`src/hdl/linked_node_table_engine_unit_defines.svh`:
```
// ---------------------------------------------------------------------------
// Linked node table engine assertion macros
// Shared assertion forms for the linked node table engine. Each macro samples
// on the rising edge of clk and is disabled while arst_n is low.
// ---------------------------------------------------------------------------
`ifndef LINKED_NODE_TABLE_ENGINE_UNIT_DEFINES_SVH
`define LINKED_NODE_TABLE_ENGINE_UNIT_DEFINES_SVH

// The consequent must hold in the same cycle as the antecedent.
`define LNTE_ASSERT_SAME(label, ante, cons) \
	label: assert property (@(posedge clk) disable iff (!arst_n) (ante) |-> (cons)) \
		else $error("linked node table engine: same-cycle check failed");

// The consequent must hold in the cycle after the antecedent.
`define LNTE_ASSERT_NEXT(label, ante, cons) \
	label: assert property (@(posedge clk) disable iff (!arst_n) (ante) |=> (cons)) \
		else $error("linked node table engine: next-cycle check failed");

`endif

```
`src/hdl/lnte_pkg.sv`:
```
// ---------------------------------------------------------------------------
// Linked node table engine package
// Command codes, the queued command record, queue status and node helpers
// shared by the front end, the command queue and the execution back end.
// ---------------------------------------------------------------------------
`default_nettype none

package lnte_pkg;

	// Default node count.
	localparam int unsigned NODES_DEFAULT = 64;

	// Depth of the queue between the front end and the back end.
	localparam int unsigned QUEUE_DEPTH = 2;

	// Width of node numbers on the ports and in the link tables.
	localparam int unsigned NODE_W = 7;

	// Mode codes as they arrive on the command port.
	localparam logic [2:0] MODE_SPLIT_AFTER  = 3'd0;
	localparam logic [2:0] MODE_SPLIT_BEFORE = 3'd1;
	localparam logic [2:0] MODE_LINK         = 3'd2;
	localparam logic [2:0] MODE_VISIT_FWD    = 3'd3;
	localparam logic [2:0] MODE_VISIT_BWD    = 3'd4;

	// Classified operation carried through the queue.
	typedef logic [2:0] op_t;
	localparam op_t OP_NONE         = 3'd0;
	localparam op_t OP_SPLIT_AFTER  = 3'd1;
	localparam op_t OP_SPLIT_BEFORE = 3'd2;
	localparam op_t OP_LINK         = 3'd3;
	localparam op_t OP_VISIT_FWD    = 3'd4;
	localparam op_t OP_VISIT_BWD    = 3'd5;

	typedef logic [NODE_W-1:0] node_t;

	// One classified command as stored in the queue.
	typedef struct packed {
		op_t   op;
		node_t node_x;
		node_t node_y;
		logic  x_ok;
		logic  y_ok;
	} cmd_t;

	// Queue status seen by the front end and the back end.
	typedef struct packed {
		logic full;
		logic empty;
	} queue_status_t;

	// A node number is usable when it lies in 1..n.
	function automatic logic node_ok(input node_t v, input int unsigned n);
		return (v != '0) && (int'(v) <= int'(n));
	endfunction

endpackage

`default_nettype wire

```
`src/hdl/lnte_front.sv`:
```
// ---------------------------------------------------------------------------
// Linked node table engine front end
// Accepts command transactions, classifies the mode and checks the node
// numbers, and pushes the classified command into the queue.
// ---------------------------------------------------------------------------
`default_nettype none

module lnte_front #(
	parameter int unsigned NODES = lnte_pkg::NODES_DEFAULT
) (
	input  wire logic                  start,
	input  wire logic [2:0]            mode,
	input  wire lnte_pkg::node_t       node_x,
	input  wire lnte_pkg::node_t       node_y,
	input  wire lnte_pkg::queue_status_t q_status,
	output logic                       busy,
	output logic                       push,
	output lnte_pkg::cmd_t             cmd
);

	// The front end stalls only when the queue has no free entry.
	assign busy = q_status.full;
	assign push = start && !q_status.full;

	// Map the mode onto an operation; unused modes become a no-op.
	always_comb begin
		cmd.node_x = node_x;
		cmd.node_y = node_y;
		cmd.x_ok   = lnte_pkg::node_ok(node_x, NODES);
		cmd.y_ok   = lnte_pkg::node_ok(node_y, NODES);
		case (mode)
			lnte_pkg::MODE_SPLIT_AFTER:  cmd.op = lnte_pkg::OP_SPLIT_AFTER;
			lnte_pkg::MODE_SPLIT_BEFORE: cmd.op = lnte_pkg::OP_SPLIT_BEFORE;
			lnte_pkg::MODE_LINK:         cmd.op = lnte_pkg::OP_LINK;
			lnte_pkg::MODE_VISIT_FWD:    cmd.op = lnte_pkg::OP_VISIT_FWD;
			lnte_pkg::MODE_VISIT_BWD:    cmd.op = lnte_pkg::OP_VISIT_BWD;
			default:                     cmd.op = lnte_pkg::OP_NONE;
		endcase
	end

endmodule

`default_nettype wire

```
`src/hdl/lnte_cmd_queue.sv`:
```
// ---------------------------------------------------------------------------
// Linked node table engine command queue
// A short register queue that decouples the front end from the back end.
// ---------------------------------------------------------------------------
`default_nettype none

module lnte_cmd_queue (
	input  wire logic                    clk,
	input  wire logic                    arst_n,
	input  wire logic                    push,
	input  wire lnte_pkg::cmd_t          push_cmd,
	input  wire logic                    pop,
	output lnte_pkg::cmd_t               head,
	output lnte_pkg::queue_status_t      status,
	output logic [$clog2(lnte_pkg::QUEUE_DEPTH+1)-1:0] count
);

	localparam int unsigned DEPTH = lnte_pkg::QUEUE_DEPTH;
	localparam int unsigned PW    = (DEPTH > 1) ? $clog2(DEPTH) : 1;
	localparam int unsigned CW    = $clog2(DEPTH + 1);

	lnte_pkg::cmd_t entry_q [DEPTH];
	logic [PW-1:0]  wr_ptr_q;
	logic [PW-1:0]  rd_ptr_q;
	logic [CW-1:0]  count_q;

	function automatic logic [PW-1:0] ptr_next(input logic [PW-1:0] p);
		return (p == PW'(DEPTH - 1)) ? '0 : p + PW'(1);
	endfunction

	assign head         = entry_q[rd_ptr_q];
	assign count        = count_q;
	assign status.full  = (count_q == CW'(DEPTH));
	assign status.empty = (count_q == '0);

	// Pointer and fill count update.
	always_ff @(posedge clk or negedge arst_n) begin
		if (!arst_n) begin
			wr_ptr_q <= '0;
			rd_ptr_q <= '0;
			count_q  <= '0;
		end else begin
			if (push) begin
				wr_ptr_q <= ptr_next(wr_ptr_q);
			end
			if (pop) begin
				rd_ptr_q <= ptr_next(rd_ptr_q);
			end
			if (push && !pop) begin
				count_q <= count_q + CW'(1);
			end else if (pop && !push) begin
				count_q <= count_q - CW'(1);
			end
		end
	end

	// Entry storage holds payload only.
	always_ff @(posedge clk) begin
		if (push) begin
			entry_q[wr_ptr_q] <= push_cmd;
		end
	end

endmodule

`default_nettype wire

```
`src/hdl/lnte_back.sv`:
```
// ---------------------------------------------------------------------------
// Linked node table engine back end
// Holds the successor and predecessor link tables and carries out queued
// commands: read-modify-write for split and link, one node a cycle for visits.
// ---------------------------------------------------------------------------
`default_nettype none

module lnte_back #(
	parameter int unsigned NODES = lnte_pkg::NODES_DEFAULT
) (
	input  wire logic                    clk,
	input  wire logic                    arst_n,
	input  wire lnte_pkg::cmd_t          head,
	input  wire lnte_pkg::queue_status_t q_status,
	output logic                         pop,
	output logic                         strobe,
	output logic                         success,
	output lnte_pkg::node_t              node_id,
	output logic                         last
);

	localparam int unsigned AW = (NODES > 1) ? $clog2(NODES) : 1;
	localparam int unsigned CW = $clog2(NODES);

	localparam logic [1:0] ST_IDLE = 2'd0;
	localparam logic [1:0] ST_EXEC = 2'd1;
	localparam logic [1:0] ST_WALK = 2'd2;

	logic [1:0]      state_q;
	logic [1:0]      state_d;
	lnte_pkg::cmd_t  cmd_q;
	lnte_pkg::node_t cur_q;
	lnte_pkg::node_t cur_d;
	logic [CW-1:0]   cnt_q;
	logic [CW-1:0]   cnt_d;

	// Link tables with per-entry valid bits; an unwritten entry reads as no link.
	lnte_pkg::node_t succ_mem [NODES];
	lnte_pkg::node_t pred_mem [NODES];
	lnte_pkg::node_t succ_rd_q;
	lnte_pkg::node_t pred_rd_q;
	logic [AW-1:0]   succ_ra_q;
	logic [AW-1:0]   pred_ra_q;
	logic [NODES-1:0] succ_vld_q;
	logic [NODES-1:0] pred_vld_q;

	logic [AW-1:0]   succ_ra;
	logic [AW-1:0]   pred_ra;
	logic            succ_we;
	logic [AW-1:0]   succ_wa;
	lnte_pkg::node_t succ_wd;
	logic            pred_we;
	logic [AW-1:0]   pred_wa;
	lnte_pkg::node_t pred_wd;

	lnte_pkg::node_t succ_link;
	lnte_pkg::node_t pred_link;
	lnte_pkg::node_t walk_link;
	logic            walk_more;

	logic            emit;
	logic            emit_ok;
	lnte_pkg::node_t emit_id;
	logic            emit_last;

	logic            strobe_q;
	logic            success_q;
	lnte_pkg::node_t node_id_q;
	logic            last_q;

	function automatic logic [AW-1:0] to_idx(input lnte_pkg::node_t v);
		lnte_pkg::node_t m;
		m = v - lnte_pkg::node_t'(1);
		return m[AW-1:0];
	endfunction

	// Effective link values of the entries read in the previous cycle.
	assign succ_link = succ_vld_q[succ_ra_q] ? succ_rd_q : '0;
	assign pred_link = pred_vld_q[pred_ra_q] ? pred_rd_q : '0;
	assign walk_link = (cmd_q.op == lnte_pkg::OP_VISIT_FWD) ? succ_link : pred_link;

	// A walk goes on while the link is a real node, not the start, and under the bound.
	assign walk_more = lnte_pkg::node_ok(walk_link, NODES) && (walk_link != cmd_q.node_x)
		&& (cnt_q < CW'(NODES - 1));

	// Command sequencer.
	always_comb begin
		state_d   = state_q;
		cur_d     = cur_q;
		cnt_d     = cnt_q;
		pop       = 1'b0;
		succ_ra   = to_idx(cmd_q.node_x);
		pred_ra   = to_idx(cmd_q.node_x);
		succ_we   = 1'b0;
		succ_wa   = to_idx(cmd_q.node_x);
		succ_wd   = '0;
		pred_we   = 1'b0;
		pred_wa   = to_idx(cmd_q.node_x);
		pred_wd   = '0;
		emit      = 1'b0;
		emit_ok   = 1'b0;
		emit_id   = '0;
		emit_last = 1'b1;
		case (state_q)
			ST_IDLE: begin
				succ_ra = to_idx(head.node_x);
				pred_ra = (head.op == lnte_pkg::OP_LINK) ? to_idx(head.node_y)
					: to_idx(head.node_x);
				if (!q_status.empty) begin
					pop = 1'b1;
					case (head.op)
						lnte_pkg::OP_SPLIT_AFTER,
						lnte_pkg::OP_SPLIT_BEFORE,
						lnte_pkg::OP_LINK: begin
							state_d = ST_EXEC;
						end
						lnte_pkg::OP_VISIT_FWD,
						lnte_pkg::OP_VISIT_BWD: begin
							if (head.x_ok) begin
								state_d = ST_WALK;
								cur_d   = head.node_x;
								cnt_d   = '0;
							end else begin
								emit    = 1'b1;
								emit_ok = 1'b1;
								emit_id = head.node_x;
							end
						end
						default: begin
							emit = 1'b1;
						end
					endcase
				end
			end
			ST_EXEC: begin
				emit    = 1'b1;
				state_d = ST_IDLE;
				case (cmd_q.op)
					lnte_pkg::OP_SPLIT_AFTER: begin
						if (cmd_q.x_ok && (succ_link != '0)) begin
							emit_ok = 1'b1;
							succ_we = 1'b1;
							pred_we = lnte_pkg::node_ok(succ_link, NODES);
							pred_wa = to_idx(succ_link);
						end
					end
					lnte_pkg::OP_SPLIT_BEFORE: begin
						if (cmd_q.x_ok && (pred_link != '0)) begin
							emit_ok = 1'b1;
							pred_we = 1'b1;
							succ_we = lnte_pkg::node_ok(pred_link, NODES);
							succ_wa = to_idx(pred_link);
						end
					end
					lnte_pkg::OP_LINK: begin
						if (cmd_q.x_ok && cmd_q.y_ok && (succ_link == '0)
							&& (pred_link == '0)) begin
							emit_ok = 1'b1;
							succ_we = 1'b1;
							succ_wd = cmd_q.node_y;
							pred_we = 1'b1;
							pred_wa = to_idx(cmd_q.node_y);
							pred_wd = cmd_q.node_x;
						end
					end
					default: begin
						emit_ok = 1'b0;
					end
				endcase
			end
			ST_WALK: begin
				succ_ra   = to_idx(walk_link);
				pred_ra   = to_idx(walk_link);
				emit      = 1'b1;
				emit_ok   = 1'b1;
				emit_id   = cur_q;
				emit_last = !walk_more;
				if (walk_more) begin
					cur_d = walk_link;
					cnt_d = cnt_q + CW'(1);
				end else begin
					state_d = ST_IDLE;
				end
			end
			default: begin
				state_d = ST_IDLE;
			end
		endcase
	end

	// Control state and the valid bits of the link tables.
	always_ff @(posedge clk or negedge arst_n) begin
		if (!arst_n) begin
			state_q    <= ST_IDLE;
			strobe_q   <= 1'b0;
			succ_vld_q <= '0;
			pred_vld_q <= '0;
		end else begin
			state_q  <= state_d;
			strobe_q <= emit;
			if (succ_we) begin
				succ_vld_q[succ_wa] <= 1'b1;
			end
			if (pred_we) begin
				pred_vld_q[pred_wa] <= 1'b1;
			end
		end
	end

	// Command and walk registers plus the result payload.
	always_ff @(posedge clk) begin
		if (pop) begin
			cmd_q <= head;
		end
		cur_q     <= cur_d;
		cnt_q     <= cnt_d;
		success_q <= emit_ok;
		node_id_q <= emit_id;
		last_q    <= emit_last;
	end

	// Successor table: one write and one registered read per cycle.
	always_ff @(posedge clk) begin
		if (succ_we) begin
			succ_mem[succ_wa] <= succ_wd;
		end
		succ_rd_q <= succ_mem[succ_ra];
		succ_ra_q <= succ_ra;
	end

	// Predecessor table: one write and one registered read per cycle.
	always_ff @(posedge clk) begin
		if (pred_we) begin
			pred_mem[pred_wa] <= pred_wd;
		end
		pred_rd_q <= pred_mem[pred_ra];
		pred_ra_q <= pred_ra;
	end

	assign strobe  = strobe_q;
	assign success = success_q;
	assign node_id = node_id_q;
	assign last    = last_q;

endmodule

`default_nettype wire

```
`src/hdl/linked_node_table_engine_unit.sv`:
```
// ---------------------------------------------------------------------------
// Linked node table engine
// An index-based doubly linked list of NODES numbered nodes with split, link
// and visit commands.
// ---------------------------------------------------------------------------
// Usage:
// A command transaction is taken at a rising edge with start high and busy
// low; mode, node_x and node_y are sampled there. Commands wait in a two-entry
// queue, so busy rises only when the queue is full.
// Results leave on success, node_id and last, each valid for exactly one
// cycle while strobe is high; the receiver cannot stall them.
// With the back end idle, split and link leave the queue while both link
// tables are read, then write the tables while the result is registered.
// Unused modes and visits from an invalid node strobe straight from the
// idle state as they leave the queue, without a table write.
// A visit strobes its start node and then one node per cycle, back to back,
// the last with last high; each step waits on the registered read of the
// link table.
// Reset clears the queue, the sequencer and the valid bits of both link
// tables, so every node starts with no links; no clearing pass is needed.
// ---------------------------------------------------------------------------
`default_nettype none

`include "linked_node_table_engine_unit_defines.svh"

module linked_node_table_engine_unit #(
	parameter int unsigned NODES = lnte_pkg::NODES_DEFAULT
) (
	input  wire logic            clk,
	input  wire logic            arst_n,
	input  wire logic            start,
	input  wire logic [2:0]      mode,
	input  wire lnte_pkg::node_t node_x,
	input  wire lnte_pkg::node_t node_y,
	output logic                 busy,
	output logic                 strobe,
	output logic                 success,
	output lnte_pkg::node_t      node_id,
	output logic                 last
);

	logic                    push;
	logic                    pop;
	lnte_pkg::cmd_t          push_cmd;
	lnte_pkg::cmd_t          head;
	lnte_pkg::queue_status_t q_status;
	logic [$clog2(lnte_pkg::QUEUE_DEPTH+1)-1:0] q_count;

	// Front end: accept and classify.
	lnte_front #(
		.NODES(NODES)
	) u_front (
		.start    (start),
		.mode     (mode),
		.node_x   (node_x),
		.node_y   (node_y),
		.q_status (q_status),
		.busy     (busy),
		.push     (push),
		.cmd      (push_cmd)
	);

	// Queue between the two halves.
	lnte_cmd_queue u_queue (
		.clk      (clk),
		.arst_n   (arst_n),
		.push     (push),
		.push_cmd (push_cmd),
		.pop      (pop),
		.head     (head),
		.status   (q_status),
		.count    (q_count)
	);

	// Back end: link tables and command execution.
	lnte_back #(
		.NODES(NODES)
	) u_back (
		.clk      (clk),
		.arst_n   (arst_n),
		.head     (head),
		.q_status (q_status),
		.pop      (pop),
		.strobe   (strobe),
		.success  (success),
		.node_id  (node_id),
		.last     (last)
	);

	// Checks on the decoupling queue and the result stream.
	`LNTE_ASSERT_SAME(a_pop_not_empty, pop, !q_status.empty)
	`LNTE_ASSERT_NEXT(a_push_grows, push && !pop, q_count == $past(q_count) + 1'b1)
	`LNTE_ASSERT_SAME(a_node_result_ok, strobe && (node_id != '0), success)
	`LNTE_ASSERT_NEXT(a_visit_contiguous, strobe && !last, strobe)

endmodule

`default_nettype wire
```
`config.mk`:
```
export PLATFORM = sky130hd
export DESIGN_NAME = linked_node_table_engine_unit
export DESIGN_NICKNAME = d
export VERILOG_FILES = /design/src/hdl/lnte_pkg.sv /design/src/hdl/lnte_front.sv /design/src/hdl/lnte_cmd_queue.sv /design/src/hdl/lnte_back.sv /design/src/hdl/linked_node_table_engine_unit.sv
export VERILOG_INCLUDE_DIRS = /design/src /design/src/hdl
export SDC_FILE = /design/constraint.sdc
export NUM_CORES = 1
export LEC_CHECK = 0
export ABC_AREA = 1
export CAP_MARGIN = 20
export CORE_UTILIZATION = 45
export DETAILED_ROUTE_END_ITERATION = 10
export DONT_BUFFER_PORTS = 1
export PLACE_DENSITY_LB_ADDON = 0.08
export SYNTH_ARGS = -nofsm -noshare
export SYNTH_HDL_FRONTEND = slang
export SYNTH_SLANG_ARGS = --single-unit
```
`constraint.sdc`:
```
create_clock -name clk -period 8.63 [get_ports clk]
set_clock_uncertainty 0.15 [all_clocks]
set_input_delay 0.863 -clock clk [delete_from_list [all_inputs] [get_ports clk]]
set_output_delay 0.863 -clock clk [all_outputs]
set_load 0.02 [all_outputs]
```
# Yosys cells after proc, flatten, opt, wreduce, memory -nomap -nowiden

Memories as Yosys holds them, arrays and structs flattened. A register that Yosys moved wholly into a read port is not among the register bits.
Cells that the tools add are included.

Memories kept: 3
Word-level logic and storage cells: 186
Register bits after elaboration: 188
Bits of input ports: 20
RAM bits: 934
Output and inout bits: 11

Add/sub/neg operators: 12
Bitwise gates (word level): 2
Mux-type cells: 76
Reductions and logical operators: 38
Magnitude comparators: 12
Equality and inequality tests: 24

Memory list:

| memory          | depth | width | read ports | clocked after memory_dff | wr ports | RTL line             | text |
|---|---|---|---|---|---|---|---|
| u_back.pred_mem | 64    | 7     | 1          | 1                        | 1        | lnte_back.sv:39      | `lnte_pkg::node_t pred_mem [NODES];` |
| u_back.succ_mem | 64    | 7     | 1          | 1                        | 1        | lnte_back.sv:38      | `lnte_pkg::node_t succ_mem [NODES];` |
| u_queue.entry_q | 2     | 19    | 1          | 0                        | 1        | lnte_cmd_queue.sv:22 | `lnte_pkg::cmd_t entry_q [DEPTH];` |

Operators by type and width:

| cell                                                                   | count |
|---|---|
| 64-bit bitwise OR                                                      | 2 |
| 7-bit two-way mux                                                      | 16 |
| 6-bit two-way mux                                                      | 11 |
| 6-bit one-hot mux with 2 select lines                                  | 4 |
| 6-bit by 1-bit subtractor with 6-bit output (second input constant)    | 7 |
| 7-bit <= comparator (second input constant)                            | 5 |
| 7-bit nonzero test                                                     | 5 |
| 6-bit by 7-bit < comparator with 1-bit output (second input constant)  | 4 |
| 7-bit one-hot mux with 2 select lines                                  | 2 |
| 1-bit two-way mux                                                      | 25 |
| 3-bit by 2-bit equality test with 1-bit output (second input constant) | 6 |
| 1-bit logical AND                                                      | 17 |
| 3-bit one-hot mux with 5 select lines                                  | 1 |
| 7-bit zero test                                                        | 2 |
| 1-bit binary-select mux with 6-bit select                              | 2 |
| 1-bit demux with 6-bit select                                          | 2 |
| 3-bit equality test (second input constant)                            | 4 |
| 6-bit by 1-bit >= comparator with 1-bit output (second input constant) | 2 |
| 1-bit one-hot mux with 3 select lines                                  | 4 |
| 2-bit two-way mux                                                      | 5 |
| 3-bit by 1-bit equality test with 1-bit output (second input constant) | 3 |
| 2-bit one-hot mux with 2 select lines                                  | 2 |
| 7-bit != test                                                          | 1 |
| 6-bit by 1-bit adder with 6-bit output (second input constant)         | 1 |
| other kinds (19)                                                       | 31 |

# Depth between registers and ports, before layout

Depth after elaboration: 14
Gate-level depth with buffers: 29

# Modules after synthesis

From an unflattened synthesis, not the netlist that was laid out.

Cell total of the unflattened synthesis: 5175
Area total of the unflattened synthesis: 51760.9 µm²

By module, submodules not included:

| module         | instances | sequential area each (µm²) | area an instance (µm²) | cells an instance |
|---|---|---|---|---|
| lnte_back      | 1         | 31845.5                    | 49882.8                | 5051 |
| lnte_cmd_queue | 1         | 1241.2                     | 1655.3                 | 84 |
| lnte_front     | 1         | 0.0                        | 222.7                  | 40 |

# Worst setup path after synthesis

Ideal clock, no wire load.

Path kind: register to register
Start: register u_back.succ_ra_q[0]
End: memory u_back.pred_mem[0][5] in the netlist's numbering, data pin
Clock period less this slack: 5.499 ns
Path buffers: 3
Cell stages (with the launch flop): 21
Library setup time: 0.712 ns
Setup slack: 3.131 ns
Arrival: 4.637 ns
Path through: dfxtp_1 > buf_6 > inv_4 > buf_6 > nand2_1 > nand3_1 > nand3_1 > nand2_1 > nand2_1 > nand3_1 > nand3_1 > nand2_1 > buf_6 > nand2_1 > ha_1 > nand2_1 > inv_2 > nand2_4 > nor2_2 > nand2_2 > nor3b_1

Word-level cells in the longest chain between the ends: 9

RTL lines:

| what                                      | RTL line         | text |
|---|---|---|
| from (decl)                               | lnte_back.sv:42  | `logic [AW-1:0] succ_ra_q;` |
| from (signal assigned)                    | lnte_back.sv:228 | `succ_ra_q <= succ_ra;` |
| 1-bit binary-select mux with 6-bit select | lnte_back.sv:78  | `assign succ_link = succ_vld_q[succ_ra_q] ? succ_rd_q : '0;` |
| 1-bit two-way mux (not written as such)   | lnte_back.sv:78  |  |
| 7-bit two-way mux                         | lnte_back.sv:78  |  |
| 7-bit zero test                           | lnte_back.sv:156 | `if (cmd_q.x_ok && cmd_q.y_ok && (succ_link == '0)` |
| 1-bit logical AND                         | lnte_back.sv:156 |  |
| 1-bit logical AND                         | lnte_back.sv:157 | `&& (pred_link == '0)) begin` |
| 7-bit two-way mux                         | lnte_back.sv:156 |  |
| 7-bit two-way mux                         | lnte_back.sv:138 | `case (cmd_q.op)` |
| 7-bit two-way mux                         | lnte_back.sv:104 | `case (state_q)` |
| named net u_back.pred_wd[5]               | lnte_back.sv:54  | `lnte_pkg::node_t pred_wd;` |
| to (decl)                                 | lnte_back.sv:39  |  |

The timed path passes the listed nets, and every way through them passes these cells. The select of a mux whose other input is x is not followed.

# Worst setup path after layout

Start: register u_back.pred_ra_q[1]
End: register u_back.succ_rd_q[3] (read register of u_back.succ_mem)

Word-level cells in the longest chain between the ends: 6

RTL lines:

| what                                        | RTL line         | text |
|---|---|---|
| from (decl)                                 | lnte_back.sv:43  | `logic [AW-1:0] pred_ra_q;` |
| from (signal assigned)                      | lnte_back.sv:237 | `pred_ra_q <= pred_ra;` |
| 1-bit binary-select mux with 6-bit select   | lnte_back.sv:79  | `assign pred_link = pred_vld_q[pred_ra_q] ? pred_rd_q : '0;` |
| 1-bit two-way mux (not written as such)     | lnte_back.sv:79  |  |
| 7-bit two-way mux                           | lnte_back.sv:79  |  |
| 7-bit two-way mux                           | lnte_back.sv:80  | `assign walk_link = (cmd_q.op == lnte_pkg::OP_VISIT_FWD) ? succ_link : pred_link;` |
| 6-bit by 1-bit subtractor with 6-bit output | lnte_back.sv:73  | `m = v - lnte_pkg::node_t'(1);` |
| 6-bit one-hot mux with 2 select lines       | lnte_back.sv:104 |  |
| to (decl)                                   | lnte_back.sv:40  | `lnte_pkg::node_t succ_rd_q;` |

No other way between the ends. The select of a mux whose other input is x is not followed.
A chain may end at the register's enable or synchronous reset.

==> out/results.md <==
| Group | Item | This run |
| --- | --- | --- |
| status | Run status | finished clean |
| logic synthesis | Top cell type by total area after synthesis | edfxtp_1 |
| logic synthesis | Share of synthesized area occupied by flip-flops and latches | 64.1% |
| logic synthesis | Number of storage elements in the synthesis netlist | 1136 |
| logic synthesis | Post-synthesis compound-gate area fraction | 1.61% |
| floorplanning | Overall die area | 116000 um^2 |
| worst setup path | WP data arrival | 6720 ps |
| sta | Unrepaired setup endpoints after global routing | false |
| sta | Maximum clock frequency | 0.161 GHz |
| worst setup path | Slowest cell delay on critical path | 920 ps |
| drt | Uppermost routed layer | met4 |
| floorplanning | Standard cell core area | 113000 um^2 |
| logic synthesis | Async SR Flop Fraction | 11.9% |
| final layout | Leading cell types in the layout, fill and taps excluded | nand3_1 (1048), nand2_1 (989), edfxtp_1 (966), inv_1 (733), nand3b_1 (360) |
| logic synthesis | Cell count after synthesis | 4988 |
| flow run | MaxCap Viol Count | 0 |
| final layout | Fraction of layout instances using a drive strength above 1 | 7.35% |
| global route | Via count of the first global-routing pass | 33605 |
| drt | Met2 wire len | 61.6 mm |
| sta | Final sum of negative setup slack | 0 ps |
| clock tree | Clock slew at reported path FFs | 60 ps |
| logic synthesis | Share of the synthesized area in the top cell type | 56.2% |
| worst setup path | Reg2Reg Depth | 25 |
| final layout | Commonest non-fill, non-tap cell in the layout | nand3_1 |
| drt | DRC violation count after routing | 0 |
| drt | Vias per std cell | 5.38 |
| global route | Leftover overflow at the end of global routing | 0 |
| worst setup path | Internal reg-to-reg setup slack | 2410 ps |
| sta | Number of endpoints failing setup at the final stage | 0 |
| logic synthesis | EDFF count, synth | 966 |
| sta | Worst Max-Slew Pin Slew | 1070 ps |
| floorplanning | Die height | 341 um |
| logic synthesis | Yosys warning total | 0 |
| clock tree | Clock tree sinks | 1136 |
| logic synthesis | Post-synthesis share of cell area spent on xor and xnor gates | 0.509% |
| logic synthesis | Post-synthesis mux area share | 0.0194% |
| logic synthesis | Unique masters post-synth | 50 |
| drt | Routed length on met1 | 68.0 mm |
| sta | Final min period | 6220 ps |
| floorplanning | Width of the chip | 341 um |
| logic synthesis | Cell types with the largest area share after synthesis | edfxtp_1 (56%), nand3_1 (10%), nand2_1 (7.2%) |
| drt | Number of nets still failing antenna checks after routing | 0 |
| clock tree | TritonCTS Buffers | 119 |
| worst setup path | CP Capture Type | flip-flop |
| drt | Wire length reported by the detailed router | 143 mm |
| logic synthesis | Fraction of the mapped netlist area in adder cells | 0.339% |
| sta | Count of pins over their slew limit | 0 |
| logic synthesis | Largest family of logic cells by synthesized area | simple AND/OR/NAND/NOR gates |
| logic synthesis | Synthesized area | 51600 um^2 |
| clock tree | H-Tree Level Count | 3 |
| sta | Normalized max-slew margin | 28.0% |
| logic synthesis | Dominant synthesized flop cell | edfxtp_1 |
| sta | Portion of the clock cycle consumed by the worst path in the final layout | 72.1% |
| floorplanning | # IOs | 31 |
| clock tree | Number of post-CTS setup repair buffers | 0 |
| drt | Number of violations reported at the end of detailed-routing iteration 0 | 3418 |
| worst setup path | CP max stage cell | dfxtp_1 |
| drt | Vias after detailed routing | 34939 |
| worst setup path | CP required | 9130 ps |
| global route | Pin count of the biggest net entering global routing | 182 |
| final layout | Post-layout nets | 4926 |
| placement | # port buffers | 0 |
| global route | Initial antenna violation count | 2 |
| drt | Amount of wire on met3 after detailed routing | 10.4 mm |
| clock tree | TritonCTS clock tree | yes |
| drt | Pre-antenna DRT Iters | 6 |
| min path | Instance count along the most critical hold path | 0 |
| worst setup path | Kind of start point of the critical path | flip-flop |
| sta | Hold violation total from the final report | 0 |
| floorplanning | Number of standard-cell rows in the floorplan | 123 |
| logic synthesis | Synthesized netlist net count | 5022 |
| logic synthesis | Post-synthesis share of cell area spent on and, or, nand and nor gates | 25.1% |
| global route | Tot GR Track Use | 24.5% |
| clock tree | Maximum count of clock buffers along a single path | 3 |
| placement | Dpl hpwl | 84.5 mm |
| clock tree | Root cell of the clock tree | clkbuf_16 |
| worst setup path | Start-to-end type of the worst setup path | reg -> reg |
| clock tree | Worst-Skew Late Latency | 720 ps |
| placement | Final RePlAce weighted congestion | 0.880 |
| min path | Min-Delay Path Class | in -> reg |
| worst setup path | Max Fanout on Critical Path | 60 |
| final layout | Area Growth Syn to Fin | 9.94% |
| clock tree | Post-CTS resize count | 0 |
| floorplanning | Initial core utilization | 45.6% |
| drt | Average routed wire per standard cell | 22.0 um |
| logic synthesis | Mean area per synthesized cell | 10.3 um^2 |
| worst setup path | Crit-path most repeated cell | nand3_1 |
| global route | Wire length of the first global-routing pass | 216 mm |
## sequential cells by signal, summed over array words and instances, names as in the netlist, 19 cells and up
register,cells
u_back.succ_mem,448
u_back.cmd_q,19
u_back.pred_vld_q,64
u_back.succ_vld_q,64
u_back.pred_mem,448
u_queue.entry_q,38
## worst max-delay path: cells and delay by family, from the launching register on
| family | cells | cell delay, ps |
|---|---|---|
| adder cells (fa/ha/maj) | 1 | 290 |
| buffers and inverters | 6 | 1910 |
| AND/OR/NAND/NOR | 15 | 2290 |
| AO/OA/AOI/OAI | 3 | 440 |
| flip-flops | 1 | 920 |
## kinds of logic after synthesis
family	Yosys count
and+or+nand+nor	2650
DFF	1136
buffers and inverters	1027
AOI/OAI and AO/OA	130
xor gates and xnor gates	30
adders and majority gates	14
muxes	1
## final cells by class
type,count,area [um^2]
antenna,1,2.50
inverter,753,2840
multi-input combinational,2825,14400
timing repair buffer,57,533
fill,10225,56400
tap,1500,1880
clock buffer,180,3490
sequential,1136,33100
clock inverter,45,519
## cells in the mapped netlist, drive strengths merged (16+ instances only)
cell type / count
nand3: 1051
nand2: 1010
edfxtp: 966
inv: 750
nand3b: 361
buf: 176
nor2: 154
dfrtp: 135
clkbuf: 98
o21ai: 62
or2: 46
dfxtp: 35
o21bai: 32
a21oi: 28
xor2: 24
nor3: 16
## repair_timing
action                                 4_1_cts  5_1_grt
hold buffers                                 2        0
setup endpoints to repair                    0        0
endpoints found under the hold margin      135        0
## routing by layer
metal,track usage [%],vias up
met5,0,-
li1,-,16518
met2,35.7,1007
met1,37.3,17237
met3,5.10,177
met4,6.20,0
## metrics by stage
stage / area, um^2 / setup slack (ps) / hold WS (ps) / util (%) / cells
2_1_floorplan: 51600 / 3130 / 272 / - / 4988
3_3_place_gp: 52600 / 2480 / 292 / 46.5 / 6268
3_5_place_dp: 52600 / 2390 / 297 / 46.5 / 6268
4_1_cts: 56700 / 2380 / 61.2 / 50.1 / 6495
5_1_grt: 56700 / 2000 / 74.8 / 50.1 / 6496
6_report: 56700 / 2410 / 100 / 50.2 / 6497
## path summary, 6_finish.rpt
check                                                       start                                end
min in group asynchronous                                  arst_n   u_back.pred_vld_q[7]$_DFFE_PN0P_
worst max register to register        u_back.pred_ra_q[1]$_DFF_P_        u_back.succ_rd_q[3]$_DFF_P_
worst max-delay path                  u_back.pred_ra_q[1]$_DFF_P_        u_back.succ_rd_q[3]$_DFF_P_
worst min register to register  u_back.pred_vld_q[44]$_DFFE_PN0P_  u_back.pred_vld_q[44]$_DFFE_PN0P_
worst min-delay path                                    node_y[3]    u_queue.entry_q[1][5]$_DFFE_PP_
max in group asynchronous                                  arst_n  u_back.succ_vld_q[30]$_DFFE_PN0P_
Power is not shown: default switching activity piles up to over one toggle a cycle in this logic, so the estimate is an artifact.
